[config.mk]
export PLATFORM = sky130hd
export DESIGN_NAME = byte_ring_buffer_chunked_top
export DESIGN_NICKNAME = d
export VERILOG_FILES = /design/src/hdl/brb_pkg.sv /design/src/hdl/brb_ram.sv /design/src/hdl/brb_ctrl.sv /design/src/hdl/brb_dp.sv /design/src/hdl/byte_ring_buffer_chunked_top.sv
export SDC_FILE = /design/constraint.sdc
export NUM_CORES = 2
export LEC_CHECK = 0
export ABC_AREA = 0
export BUFFER_PORTS_ARGS = -buffer_cell sky130_fd_sc_hd__buf_4
export CAP_MARGIN = 10
export CORE_MARGIN = 2
export CORE_UTILIZATION = 55
export CTS_CLUSTER_DIAMETER = 50
export CTS_CLUSTER_SIZE = 8
export DETAILED_ROUTE_END_ITERATION = 7
export PLACE_DENSITY_LB_ADDON = 0.05
export SLEW_MARGIN = 10
export SYNTH_ARGS = -nofsm -noshare
export SYNTH_HDL_FRONTEND = slang
export SYNTH_SLANG_ARGS = --single-unit
[constraint.sdc]
create_clock -name i_clk -period 9.4 [get_ports i_clk]
set_clock_uncertainty 0.05 [all_clocks]
set_input_delay 0.94 -clock i_clk [delete_from_list [all_inputs] [get_ports i_clk]]
set_output_delay 0.94 -clock i_clk [all_outputs]
set_load 0.02 [all_outputs]
[src/hdl/brb_pkg.sv]
// ----------------------------------------------------------------------------
// brb_pkg
// Shared constants, codes and types of the chunked byte ring buffer.
// ----------------------------------------------------------------------------
`default_nettype none

package brb_pkg;

    localparam int STORE_DEPTH = 256;
    localparam int MAX_CHUNK   = 8;

    localparam int ADDR_W = $clog2(STORE_DEPTH);
    localparam int CAP_W  = $clog2(STORE_DEPTH + 1);
    localparam int CNT_W  = 4;
    localparam int DATA_W = 64;
    localparam int IDX_W  = (MAX_CHUNK > 1) ? $clog2(MAX_CHUNK) : 1;
    localparam int STS_W  = 2;
    localparam int BYTE_W = 8;

    localparam logic [CAP_W-1:0] CAP_RESET = CAP_W'(256);

    localparam logic [STS_W-1:0] ST_OK      = 2'd0;
    localparam logic [STS_W-1:0] ST_INVALID = 2'd1;
    localparam logic [STS_W-1:0] ST_FULL    = 2'd2;
    localparam logic [STS_W-1:0] ST_EMPTY   = 2'd3;

    typedef enum logic [2:0] {
        S_IDLE,
        S_CHECK,
        S_PUSH,
        S_POP,
        S_POP_WAIT,
        S_DONE
    } t_state;

    // controller -> datapath
    typedef struct packed {
        logic accept;
        logic latch_status;
        logic push_step;
        logic pop_step;
        logic load_out;
    } t_cmd;

    // datapath -> controller
    typedef struct packed {
        logic item_ok;
        logic is_pop;
        logic last_byte;
        logic out_free;
    } t_dp_sts;

endpackage

`default_nettype wire

[src/hdl/brb_ram.sv]
// ----------------------------------------------------------------------------
// brb_ram
// Generic single-write, single-read RAM with registered read data.
// ----------------------------------------------------------------------------
`default_nettype none

module brb_ram #(
    parameter int WIDTH = 8,
    parameter int DEPTH = 256
) (
    input  wire logic                     i_clk,
    input  wire logic                     i_we,
    input  wire logic [$clog2(DEPTH)-1:0] i_waddr,
    input  wire logic [WIDTH-1:0]         i_wdata,
    input  wire logic                     i_re,
    input  wire logic [$clog2(DEPTH)-1:0] i_raddr,
    output logic      [WIDTH-1:0]         o_rdata
);

    logic [WIDTH-1:0] r_mem [DEPTH];

    always_ff @(posedge i_clk) begin
        if (i_we) begin
            r_mem[i_waddr] <= i_wdata;
        end
        if (i_re) begin
            o_rdata <= r_mem[i_raddr];
        end
    end

endmodule

`default_nettype wire

[src/hdl/brb_ctrl.sv]
// ----------------------------------------------------------------------------
// brb_ctrl
// Sequencer: checks a request, steps its bytes, hands the result over.
// ----------------------------------------------------------------------------
`default_nettype none

module brb_ctrl
    import brb_pkg::*;
(
    input  wire logic    i_clk,
    input  wire logic    i_rst_n,
    input  wire logic    i_valid,
    output logic         o_ready,
    input  wire t_dp_sts i_sts,
    output t_cmd         o_cmd
);

    t_state r_state;
    t_state n_state;

    always_ff @(posedge i_clk) begin
        if (!i_rst_n) begin
            r_state <= S_IDLE;
        end else begin
            r_state <= n_state;
        end
    end

    always_comb begin
        n_state = r_state;
        case (r_state)
            S_IDLE: begin
                if (i_valid) begin
                    n_state = S_CHECK;
                end
            end
            S_CHECK: begin
                if (!i_sts.item_ok) begin
                    n_state = S_DONE;
                end else if (i_sts.is_pop) begin
                    n_state = S_POP;
                end else begin
                    n_state = S_PUSH;
                end
            end
            S_PUSH: begin
                if (i_sts.last_byte) begin
                    n_state = S_DONE;
                end
            end
            S_POP: begin
                if (i_sts.last_byte) begin
                    n_state = S_POP_WAIT;
                end
            end
            S_POP_WAIT: begin
                n_state = S_DONE;
            end
            S_DONE: begin
                if (i_sts.out_free) begin
                    n_state = S_IDLE;
                end
            end
            default: begin
                n_state = S_IDLE;
            end
        endcase
    end

    always_comb begin
        o_ready            = 1'b0;
        o_cmd              = '0;
        case (r_state)
            S_IDLE: begin
                o_ready      = 1'b1;
                o_cmd.accept = i_valid;
            end
            S_CHECK: begin
                o_cmd.latch_status = 1'b1;
            end
            S_PUSH: begin
                o_cmd.push_step = 1'b1;
            end
            S_POP: begin
                o_cmd.pop_step = 1'b1;
            end
            S_POP_WAIT: begin
                o_cmd = '0;
            end
            S_DONE: begin
                o_cmd.load_out = i_sts.out_free;
            end
            default: begin
                o_cmd = '0;
            end
        endcase
    end

endmodule

`default_nettype wire

[src/hdl/brb_dp.sv]
// ----------------------------------------------------------------------------
// brb_dp
// Datapath: capacity, pointers, fill count, byte store and result register.
// ----------------------------------------------------------------------------
`default_nettype none

module brb_dp
    import brb_pkg::*;
(
    input  wire logic              i_clk,
    input  wire logic              i_rst_n,
    input  wire t_cmd              i_cmd,
    output t_dp_sts                o_sts,
    input  wire logic              i_req_type,
    input  wire logic [CNT_W-1:0]  i_byte_count,
    input  wire logic [DATA_W-1:0] i_data_in,
    input  wire logic              i_cfg_wr_en,
    input  wire logic [CAP_W-1:0]  i_cfg_wr_data,
    output logic                   o_valid,
    input  wire logic              i_ready,
    output logic      [STS_W-1:0]  o_status,
    output logic      [DATA_W-1:0] o_data_out,
    output logic      [CAP_W-1:0]  o_fill_level
);

    logic [CAP_W-1:0]  r_cap;
    logic [ADDR_W-1:0] r_rd_ptr;
    logic [ADDR_W-1:0] r_wr_ptr;
    logic [CAP_W-1:0]  r_held;
    logic              r_pop;
    logic [CNT_W-1:0]  r_count;
    logic [DATA_W-1:0] r_data;
    logic [DATA_W-1:0] r_dout;
    logic [IDX_W-1:0]  r_idx;
    logic              r_rd_pend;
    logic [IDX_W-1:0]  r_rd_slot;
    logic [STS_W-1:0]  r_status;
    logic              r_out_valid;
    logic [STS_W-1:0]  r_out_status;
    logic [DATA_W-1:0] r_out_data;
    logic [CAP_W-1:0]  r_out_fill;

    logic [CAP_W-1:0]  cap_eff;
    logic [CAP_W:0]    held_sum;
    logic [STS_W-1:0]  status_now;
    logic [BYTE_W-1:0] ram_rdata;
    logic              out_free;

    function automatic logic [ADDR_W-1:0] advance(input logic [ADDR_W-1:0] p,
                                                  input logic [CAP_W-1:0]  cap);
        logic [CAP_W-1:0] nxt;
        nxt = {1'b0, p} + CAP_W'(1);
        return (nxt >= cap) ? '0 : nxt[ADDR_W-1:0];
    endfunction

    // capacity above the store size saturates
    assign cap_eff  = (r_cap > CAP_W'(STORE_DEPTH)) ? CAP_W'(STORE_DEPTH) : r_cap;
    assign held_sum = {1'b0, r_held} + (CAP_W+1)'(r_count);
    assign out_free = !r_out_valid || i_ready;

    always_comb begin
        if (r_count == '0 || r_count > CNT_W'(MAX_CHUNK)
                || CAP_W'(r_count) > cap_eff) begin
            status_now = ST_INVALID;
        end else if (!r_pop) begin
            status_now = (held_sum > {1'b0, cap_eff}) ? ST_FULL : ST_OK;
        end else begin
            status_now = (r_held < CAP_W'(r_count)) ? ST_EMPTY : ST_OK;
        end
    end

    assign o_sts.item_ok   = (status_now == ST_OK);
    assign o_sts.is_pop    = r_pop;
    assign o_sts.last_byte = (CNT_W'(r_idx) == r_count - CNT_W'(1));
    assign o_sts.out_free  = out_free;

    brb_ram #(
        .WIDTH(BYTE_W),
        .DEPTH(STORE_DEPTH)
    ) u_store (
        .i_clk  (i_clk),
        .i_we   (i_cmd.push_step),
        .i_waddr(r_wr_ptr),
        .i_wdata(r_data[BYTE_W-1:0]),
        .i_re   (i_cmd.pop_step),
        .i_raddr(r_rd_ptr),
        .o_rdata(ram_rdata)
    );

    // control state
    always_ff @(posedge i_clk) begin
        if (!i_rst_n) begin
            r_cap       <= CAP_RESET;
            r_rd_ptr    <= '0;
            r_wr_ptr    <= '0;
            r_held      <= '0;
            r_idx       <= '0;
            r_rd_pend   <= 1'b0;
            r_out_valid <= 1'b0;
        end else begin
            r_rd_pend <= i_cmd.pop_step;
            if (i_cfg_wr_en) begin
                r_cap    <= i_cfg_wr_data;
                r_rd_ptr <= '0;
                r_wr_ptr <= '0;
                r_held   <= '0;
            end else begin
                if (i_cmd.push_step) begin
                    r_wr_ptr <= advance(r_wr_ptr, cap_eff);
                    if (o_sts.last_byte) begin
                        r_held <= held_sum[CAP_W-1:0];
                    end
                end
                if (i_cmd.pop_step) begin
                    r_rd_ptr <= advance(r_rd_ptr, cap_eff);
                    if (o_sts.last_byte) begin
                        r_held <= r_held - CAP_W'(r_count);
                    end
                end
            end
            if (i_cmd.accept) begin
                r_idx <= '0;
            end else if (i_cmd.push_step || i_cmd.pop_step) begin
                r_idx <= r_idx + IDX_W'(1);
            end
            if (i_cmd.load_out) begin
                r_out_valid <= 1'b1;
            end else if (i_ready) begin
                r_out_valid <= 1'b0;
            end
        end
    end

    // payload
    always_ff @(posedge i_clk) begin
        if (i_cmd.accept) begin
            r_pop   <= i_req_type;
            r_count <= i_byte_count;
            r_data  <= i_data_in;
        end else if (i_cmd.push_step) begin
            r_data <= r_data >> BYTE_W;
        end
        if (i_cmd.accept) begin
            r_dout <= '0;
        end else if (r_rd_pend) begin
            r_dout[{r_rd_slot, 3'b000} +: BYTE_W] <= ram_rdata;
        end
        if (i_cmd.pop_step) begin
            r_rd_slot <= r_idx;
        end
        if (i_cmd.latch_status) begin
            r_status <= status_now;
        end
        if (i_cmd.load_out) begin
            r_out_status <= r_status;
            r_out_data   <= r_dout;
            r_out_fill   <= r_held;
        end
    end

    assign o_valid      = r_out_valid;
    assign o_status     = r_out_status;
    assign o_data_out   = r_out_data;
    assign o_fill_level = r_out_fill;

`ifndef SYNTHESIS
    a_held_in_cap: assert property (@(posedge i_clk) disable iff (!i_rst_n)
        r_held <= cap_eff)
        else $error("fill count above capacity");
    a_wr_ptr_range: assert property (@(posedge i_clk) disable iff (!i_rst_n)
        (cap_eff == '0) || (CAP_W'(r_wr_ptr) < cap_eff))
        else $error("write pointer out of range");
    a_rd_ptr_range: assert property (@(posedge i_clk) disable iff (!i_rst_n)
        (cap_eff == '0) || (CAP_W'(r_rd_ptr) < cap_eff))
        else $error("read pointer out of range");
    a_load_free: assert property (@(posedge i_clk) disable iff (!i_rst_n)
        i_cmd.load_out |-> (!r_out_valid || i_ready))
        else $error("result register overwritten");
    a_load_shows: assert property (@(posedge i_clk) disable iff (!i_rst_n)
        i_cmd.load_out |=> r_out_valid)
        else $error("loaded result not presented");
`endif

endmodule

`default_nettype wire

[src/hdl/byte_ring_buffer_chunked_top.sv]
// ----------------------------------------------------------------------------
// byte_ring_buffer_chunked_top
// Byte FIFO on a circular store, pushed and popped in chunks of 1 to 8 bytes.
// ----------------------------------------------------------------------------
// Input channel (i_valid/o_ready) carries one request: push or pop, a byte
// count and up to eight push bytes, first byte in bits 7:0. Output channel
// (o_valid/i_ready) returns one result per request: status, popped bytes and
// the fill level after the request.
// Bytes move one per cycle through the byte-wide store (one write port, one
// read port); a pop adds a wait state for the registered read data and a
// rejected request skips the byte steps. The next request is taken right
// after its predecessor's result is loaded into the output register, which
// holds the result while the receiver stalls; a second result waits inside
// until the first is taken.
// Reset (synchronous, active low) empties the queue and sets the capacity to
// 256. A write on the capacity port also empties the queue; it must only be
// issued while no request is in flight. No clearing pass is needed after
// reset.
`default_nettype none

module byte_ring_buffer_chunked_top
    import brb_pkg::*;
(
    input  wire logic              i_clk,
    input  wire logic              i_rst_n,
    input  wire logic              i_valid,
    output logic                   o_ready,
    input  wire logic              i_req_type,
    input  wire logic [CNT_W-1:0]  i_byte_count,
    input  wire logic [DATA_W-1:0] i_data_in,
    output logic                   o_valid,
    input  wire logic              i_ready,
    output logic      [STS_W-1:0]  o_status,
    output logic      [DATA_W-1:0] o_data_out,
    output logic      [CAP_W-1:0]  o_fill_level,
    input  wire logic              i_cfg_wr_en,
    input  wire logic [CAP_W-1:0]  i_cfg_wr_data
);

    t_cmd    cmd;
    t_dp_sts dp_sts;

    brb_ctrl u_ctrl (
        .i_clk  (i_clk),
        .i_rst_n(i_rst_n),
        .i_valid(i_valid),
        .o_ready(o_ready),
        .i_sts  (dp_sts),
        .o_cmd  (cmd)
    );

    brb_dp u_dp (
        .i_clk        (i_clk),
        .i_rst_n      (i_rst_n),
        .i_cmd        (cmd),
        .o_sts        (dp_sts),
        .i_req_type   (i_req_type),
        .i_byte_count (i_byte_count),
        .i_data_in    (i_data_in),
        .i_cfg_wr_en  (i_cfg_wr_en),
        .i_cfg_wr_data(i_cfg_wr_data),
        .o_valid      (o_valid),
        .i_ready      (i_ready),
        .o_status     (o_status),
        .o_data_out   (o_data_out),
        .o_fill_level (o_fill_level)
    );

endmodule

`default_nettype wire

==> metrics.txt <==
# TYPE chip_impl_metric gauge
chip_impl_metric{name="number_of_antenna_violations_at_the_first_check_in_global_routing",unit=""} 5
chip_impl_metric{name="slew_violations",unit=""} 0
chip_impl_info{name="status",value="complete, no violations"} 1
chip_impl_metric{name="cts-buffers-inserted",unit=""} 341
chip_impl_metric{name="synth_cell_types",unit=""} 59
chip_impl_metric{name="grt_first_pass_wirelength",unit="mm"} 324
chip_impl_info{name="crit_end",value="u_dp.u_store.o_rdata[7]"} 1
chip_impl_metric{name="place.detailed.hpwl",unit="mm"} 128
chip_impl_info{name="crit_start",value="u_dp.r_rd_ptr[0]"} 1
chip_impl_metric{name="critPathArrivalTime",unit="ps"} 5550
chip_impl_metric{name="worstRegToRegCells",unit=""} 7
chip_impl_metric{name="initial_core_utilization",unit="%"} 55.3
chip_impl_metric{name="die-height",unit="um"} 408
chip_impl_metric{name="cts_post_setup_buffers_inserted",unit=""} 0
chip_impl_metric{name="vias_per_cell",unit=""} 6.34
chip_impl_metric{name="async_set_or_reset_register_ratio_after_synthesis",unit="%"} 0
chip_impl_metric{name="post-place-cells",unit=""} 6749
chip_impl_metric{name="area_overhead_of_the_layout_relative_to_synthesis",unit="%"} 13.6
chip_impl_metric{name="grt_start_max_net_pins",unit=""} 239
chip_impl_metric{name="synth-warning-count",unit=""} 0
chip_impl_info{name="hold_path_startpoint",value="i_byte_count[0]"} 1
chip_impl_metric{name="dr.pass1.iters",unit=""} 6
chip_impl_metric{name="r2r_setup_slack",unit="ps"} 4390
chip_impl_metric{name="cts_resized",unit=""} 0
chip_impl_metric{name="cts.clk_slew.worst_paths",unit="ps"} 50
chip_impl_info{name="hp-class",value="primary input to flop"} 1
chip_impl_info{name="synth_flop_cell",value="sky130_fd_sc_hd__edfxtp_1"} 1
chip_impl_metric{name="tns",unit="ps"} 0
chip_impl_metric{name="clk-insertion-delay-late",unit="ps"} 910
chip_impl_metric{name="synth-seq-cells",unit=""} 2311
chip_impl_metric{name="slew-limit-headroom",unit="%"} 10.2
chip_impl_metric{name="syn_area_per_cell",unit="um2"} 19.5
chip_impl_metric{name="cts.sink_count",unit=""} 2311
chip_impl_metric{name="finalSetupViolCount",unit=""} 0
chip_impl_metric{name="routed-via-count",unit=""} 45400
chip_impl_metric{name="fin_nets",unit=""} 5050
chip_impl_metric{name="non_filler_cells_in_the_finished_layout",unit=""} 7160
chip_impl_metric{name="wl",unit="mm"} 224
chip_impl_info{name="r2r-end",value="u_dp.u_store.o_rdata[7]"} 1
chip_impl_metric{name="max-cap-violations",unit=""} 0
chip_impl_metric{name="htreeDepth",unit=""} 5
chip_impl_metric{name="timing.critical_path.fanout_max",unit=""} 75
chip_impl_metric{name="die-width",unit="um"} 408
chip_impl_metric{name="synth_sequential_area_ratio",unit="%"} 76.1
chip_impl_metric{name="ratio_of_total_power_to_cell_area",unit="nW/um2"} 249
chip_impl_metric{name="static-leakage-power",unit="nW"} 32.0
chip_impl_metric{name="dieArea",unit="um2"} 166000
chip_impl_metric{name="drive_above_1_share",unit="%"} 22.7
chip_impl_metric{name="grt_overflow",unit=""} 0
chip_impl_info{name="worst_setup_path_start_kind",value="flop"} 1
chip_impl_info{name="clk_root_buffer_cell",value="sky130_fd_sc_hd__clkbuf_16"} 1
chip_impl_metric{name="row_count",unit=""} 148
chip_impl_metric{name="cts.path.max_buffers",unit=""} 4
chip_impl_metric{name="layout_min_cycle_time",unit="ps"} 5010
chip_impl_info{name="setup.worst_path.class",value="flop to flop"} 1
chip_impl_info{name="cts_tree",value="yes"} 1
chip_impl_info{name="yosys-top-cells-area",value="sky130_fd_sc_hd__edfxtp_1 (74%), sky130_fd_sc_hd__mux4_2 (12%), sky130_fd_sc_hd__dfxtp_1 (2.4%), sky130_fd_sc_hd__nor2_1 (1.8%), sky130_fd_sc_hd__mux2i_1 (1.4%)"} 1
chip_impl_metric{name="nFillCells",unit=""} 11300
chip_impl_metric{name="post-route-period-util",unit="%"} 53.3
chip_impl_metric{name="max_clock_freq",unit="MHz"} 200
chip_impl_metric{name="postRouteAntennaNets",unit=""} 0
chip_impl_metric{name="wl_per_cell",unit="um"} 31.2
chip_impl_metric{name="io-pin-count",unit=""} 160
chip_impl_metric{name="timing.final.hold_violations",unit=""} 0
chip_impl_info{name="critical_path.reg2reg.startpoint",value="u_dp.r_rd_ptr[0]"} 1
chip_impl_info{name="crit_path_end_kind",value="flop"} 1
chip_impl_metric{name="via_count_of_the_first_global_routing_pass",unit=""} 46200
chip_impl_metric{name="portBuffers",unit=""} 159
chip_impl_metric{name="synth_fp_nets",unit=""} 4731
chip_impl_metric{name="hold_ws",unit="ps"} 176
chip_impl_metric{name="synth_cells",unit=""} 4598
chip_impl_metric{name="tightest_slew",unit="ps"} 1340
chip_impl_metric{name="mappedNetlistArea",unit="um2"} 89800
chip_impl_metric{name="drt_drc_violations_left",unit=""} 0
chip_impl_info{name="synth_top_area_cell",value="sky130_fd_sc_hd__edfxtp_1"} 1
chip_impl_metric{name="synth_top_cell_area_share",unit="%"} 73.8
chip_impl_metric{name="holdBufCountCts",unit=""} 0
chip_impl_metric{name="grt.total_usage",unit="%"} 27.0
chip_impl_metric{name="coreArea",unit="um2"} 162000
chip_impl_metric{name="drt_initial_violations",unit=""} 5183
chip_impl_info{name="rsz0062_at_grt",value="no"} 1
chip_impl_metric{name="synth_edf_count",unit=""} 2205
chip_impl_metric{name="max-vdd-ir-drop",unit="uV"} 262
chip_impl_metric{name="gp_congestion",unit=""} 0.821
chip_impl_metric{name="worst_ep_required_time",unit="ps"} 9940
## flip-flops by register name (all words and copies together), names as in the netlist, 3 cells and up
register and cells:
u_ctrl.r_state 3, u_dp.o_data_out 64, u_dp.o_fill_level 9, u_dp.r_cap 9
u_dp.r_count 4, u_dp.r_data 64, u_dp.r_dout 64, u_dp.r_held 9
u_dp.r_idx 3, u_dp.r_rd_ptr 8, u_dp.r_rd_slot 3, u_dp.r_wr_ptr 8
u_dp.u_store.o_rdata 8, u_dp.u_store.r_mem 2048
## worst max-delay path: stages (launching register included)
cell	delay, ps
sky130_fd_sc_hd__dfxtp_4	930
sky130_fd_sc_hd__buf_12	550
sky130_fd_sc_hd__buf_4	630
sky130_fd_sc_hd__mux4_2	610
sky130_fd_sc_hd__a22oi_1	230
sky130_fd_sc_hd__o211ai_1	280
sky130_fd_sc_hd__a211oi_1	1140
sky130_fd_sc_hd__nor4_1	180
## metrics by stage
| stage | setup slack [ps] | power (mW) | utilization [%] | instance area [um2] |
|---|---|---|---|---|
| after floorplan | 4690 | 14.3 | - | 89800 |
| after global placement | 4200 | 15.1 | 57.3 | 93100 |
| after detailed placement | 4330 | 15.1 | 57.3 | 93100 |
| after CTS | 4340 | 25.6 | 62.8 | 102000 |
| after global routing | 4200 | 26.2 | 62.8 | 102000 |
| final | 4390 | 25.4 | 62.8 | 102000 |
## cells in the mapped netlist (all sizes together) (2+ instances only)
cell type	count
o22ai	137
or2	9
or3	3
ha	48
a211o	19
a211oi	26
a21oi	69
o21bai	2
nand3	44
mux2	2
a31oi	27
nand2	261
o21a	7
mux4	488
edfxtp	2205
a22o	32
and2	7
dfxtp	106
nor2	421
nand4	15
nor4	13
nor2b	43
o211ai	13
a22oi	56
xor2	11
inv	19
nand2b	15
nand3b	5
mux2i	125
a21o	6
nor3b	4
and3	28
a221oi	18
o21ai	19
nor3	15
buf	137
clkbuf	120
fa	2
xnor2	12
o311ai	2
## routing by layer
layer | wire, um | global-route usage, %
met5 | 29 | 0
met4 | 7790 | 9.79
met3 | 17600 | 5.53
met2 | 106000 | 41.7
met1 | 92700 | 38.5
## worst min-delay path by stage
stage | endpoint | cells after the start
4_1_cts | u_dp.r_count[0] | 1
3_5_place_dp | u_dp.o_status[0] | 0
5_1_grt | u_dp.r_count[0] | 1
2_1_floorplan | u_dp.o_status[0] | 0
6_report | u_dp.r_count[0] | 1
3_3_place_gp | u_dp.o_status[0] | 0
## cell type report
class | instances | area [um2] | share of cell area (%)
antenna | 2 | 5.00 | 0.00491
clock buffer | 399 | 8870 | 8.69
clock inverter | 10 | 67.6 | 0.0662
inverter | 20 | 76.3 | 0.0748
multi-input combinational | 2010 | 20000 | 19.7
sequential | 2311 | 68300 | 67.0
tap | 2175 | 2720 | 2.67
timing repair buffer | 233 | 1890 | 1.85
## cells in the final DEF (no fill, tap or decap), drive strengths merged, types with 19 or more instances in the layout
cell,n
a22o,32
buf,233
a211oi,26
a21oi,69
dfxtp,106
nor2,421
a211o,19
clkbuf,399
inv,20
o22ai,137
edfxtp,2205
nand2,261
a22oi,56
and3,28
mux4,488
ha,48
o21ai,19
nand3,44
mux2i,125
a31oi,27
nor2b,43
## power breakdown
group / total [mW] / switching, mW / leakage, nW / internal (mW)
clock: 10.5 / 4.02 / 4.36 / 6.50
combinational: 2.10 / 1.71 / 6.91 / 0.387
sequential: 12.8 / 0.133 / 20.7 / 12.7
total: 25.4 / 5.87 / 32.0 / 19.6
## logic make-up after synthesis
| kind of cell | share of synthesized area (%) |
|---|---|
| muxes | 13.7 |
| and+or+nand+nor | 4.24 |
| buffers and inverters | 1.69 |
| adders and majority gates | 0.714 |
| xor gates and xnor gates | 0.224 |
| DFF | 76.1 |
| AOI/OAI and AO/OA | 3.34 |
(Power assumes the default switching activity.)
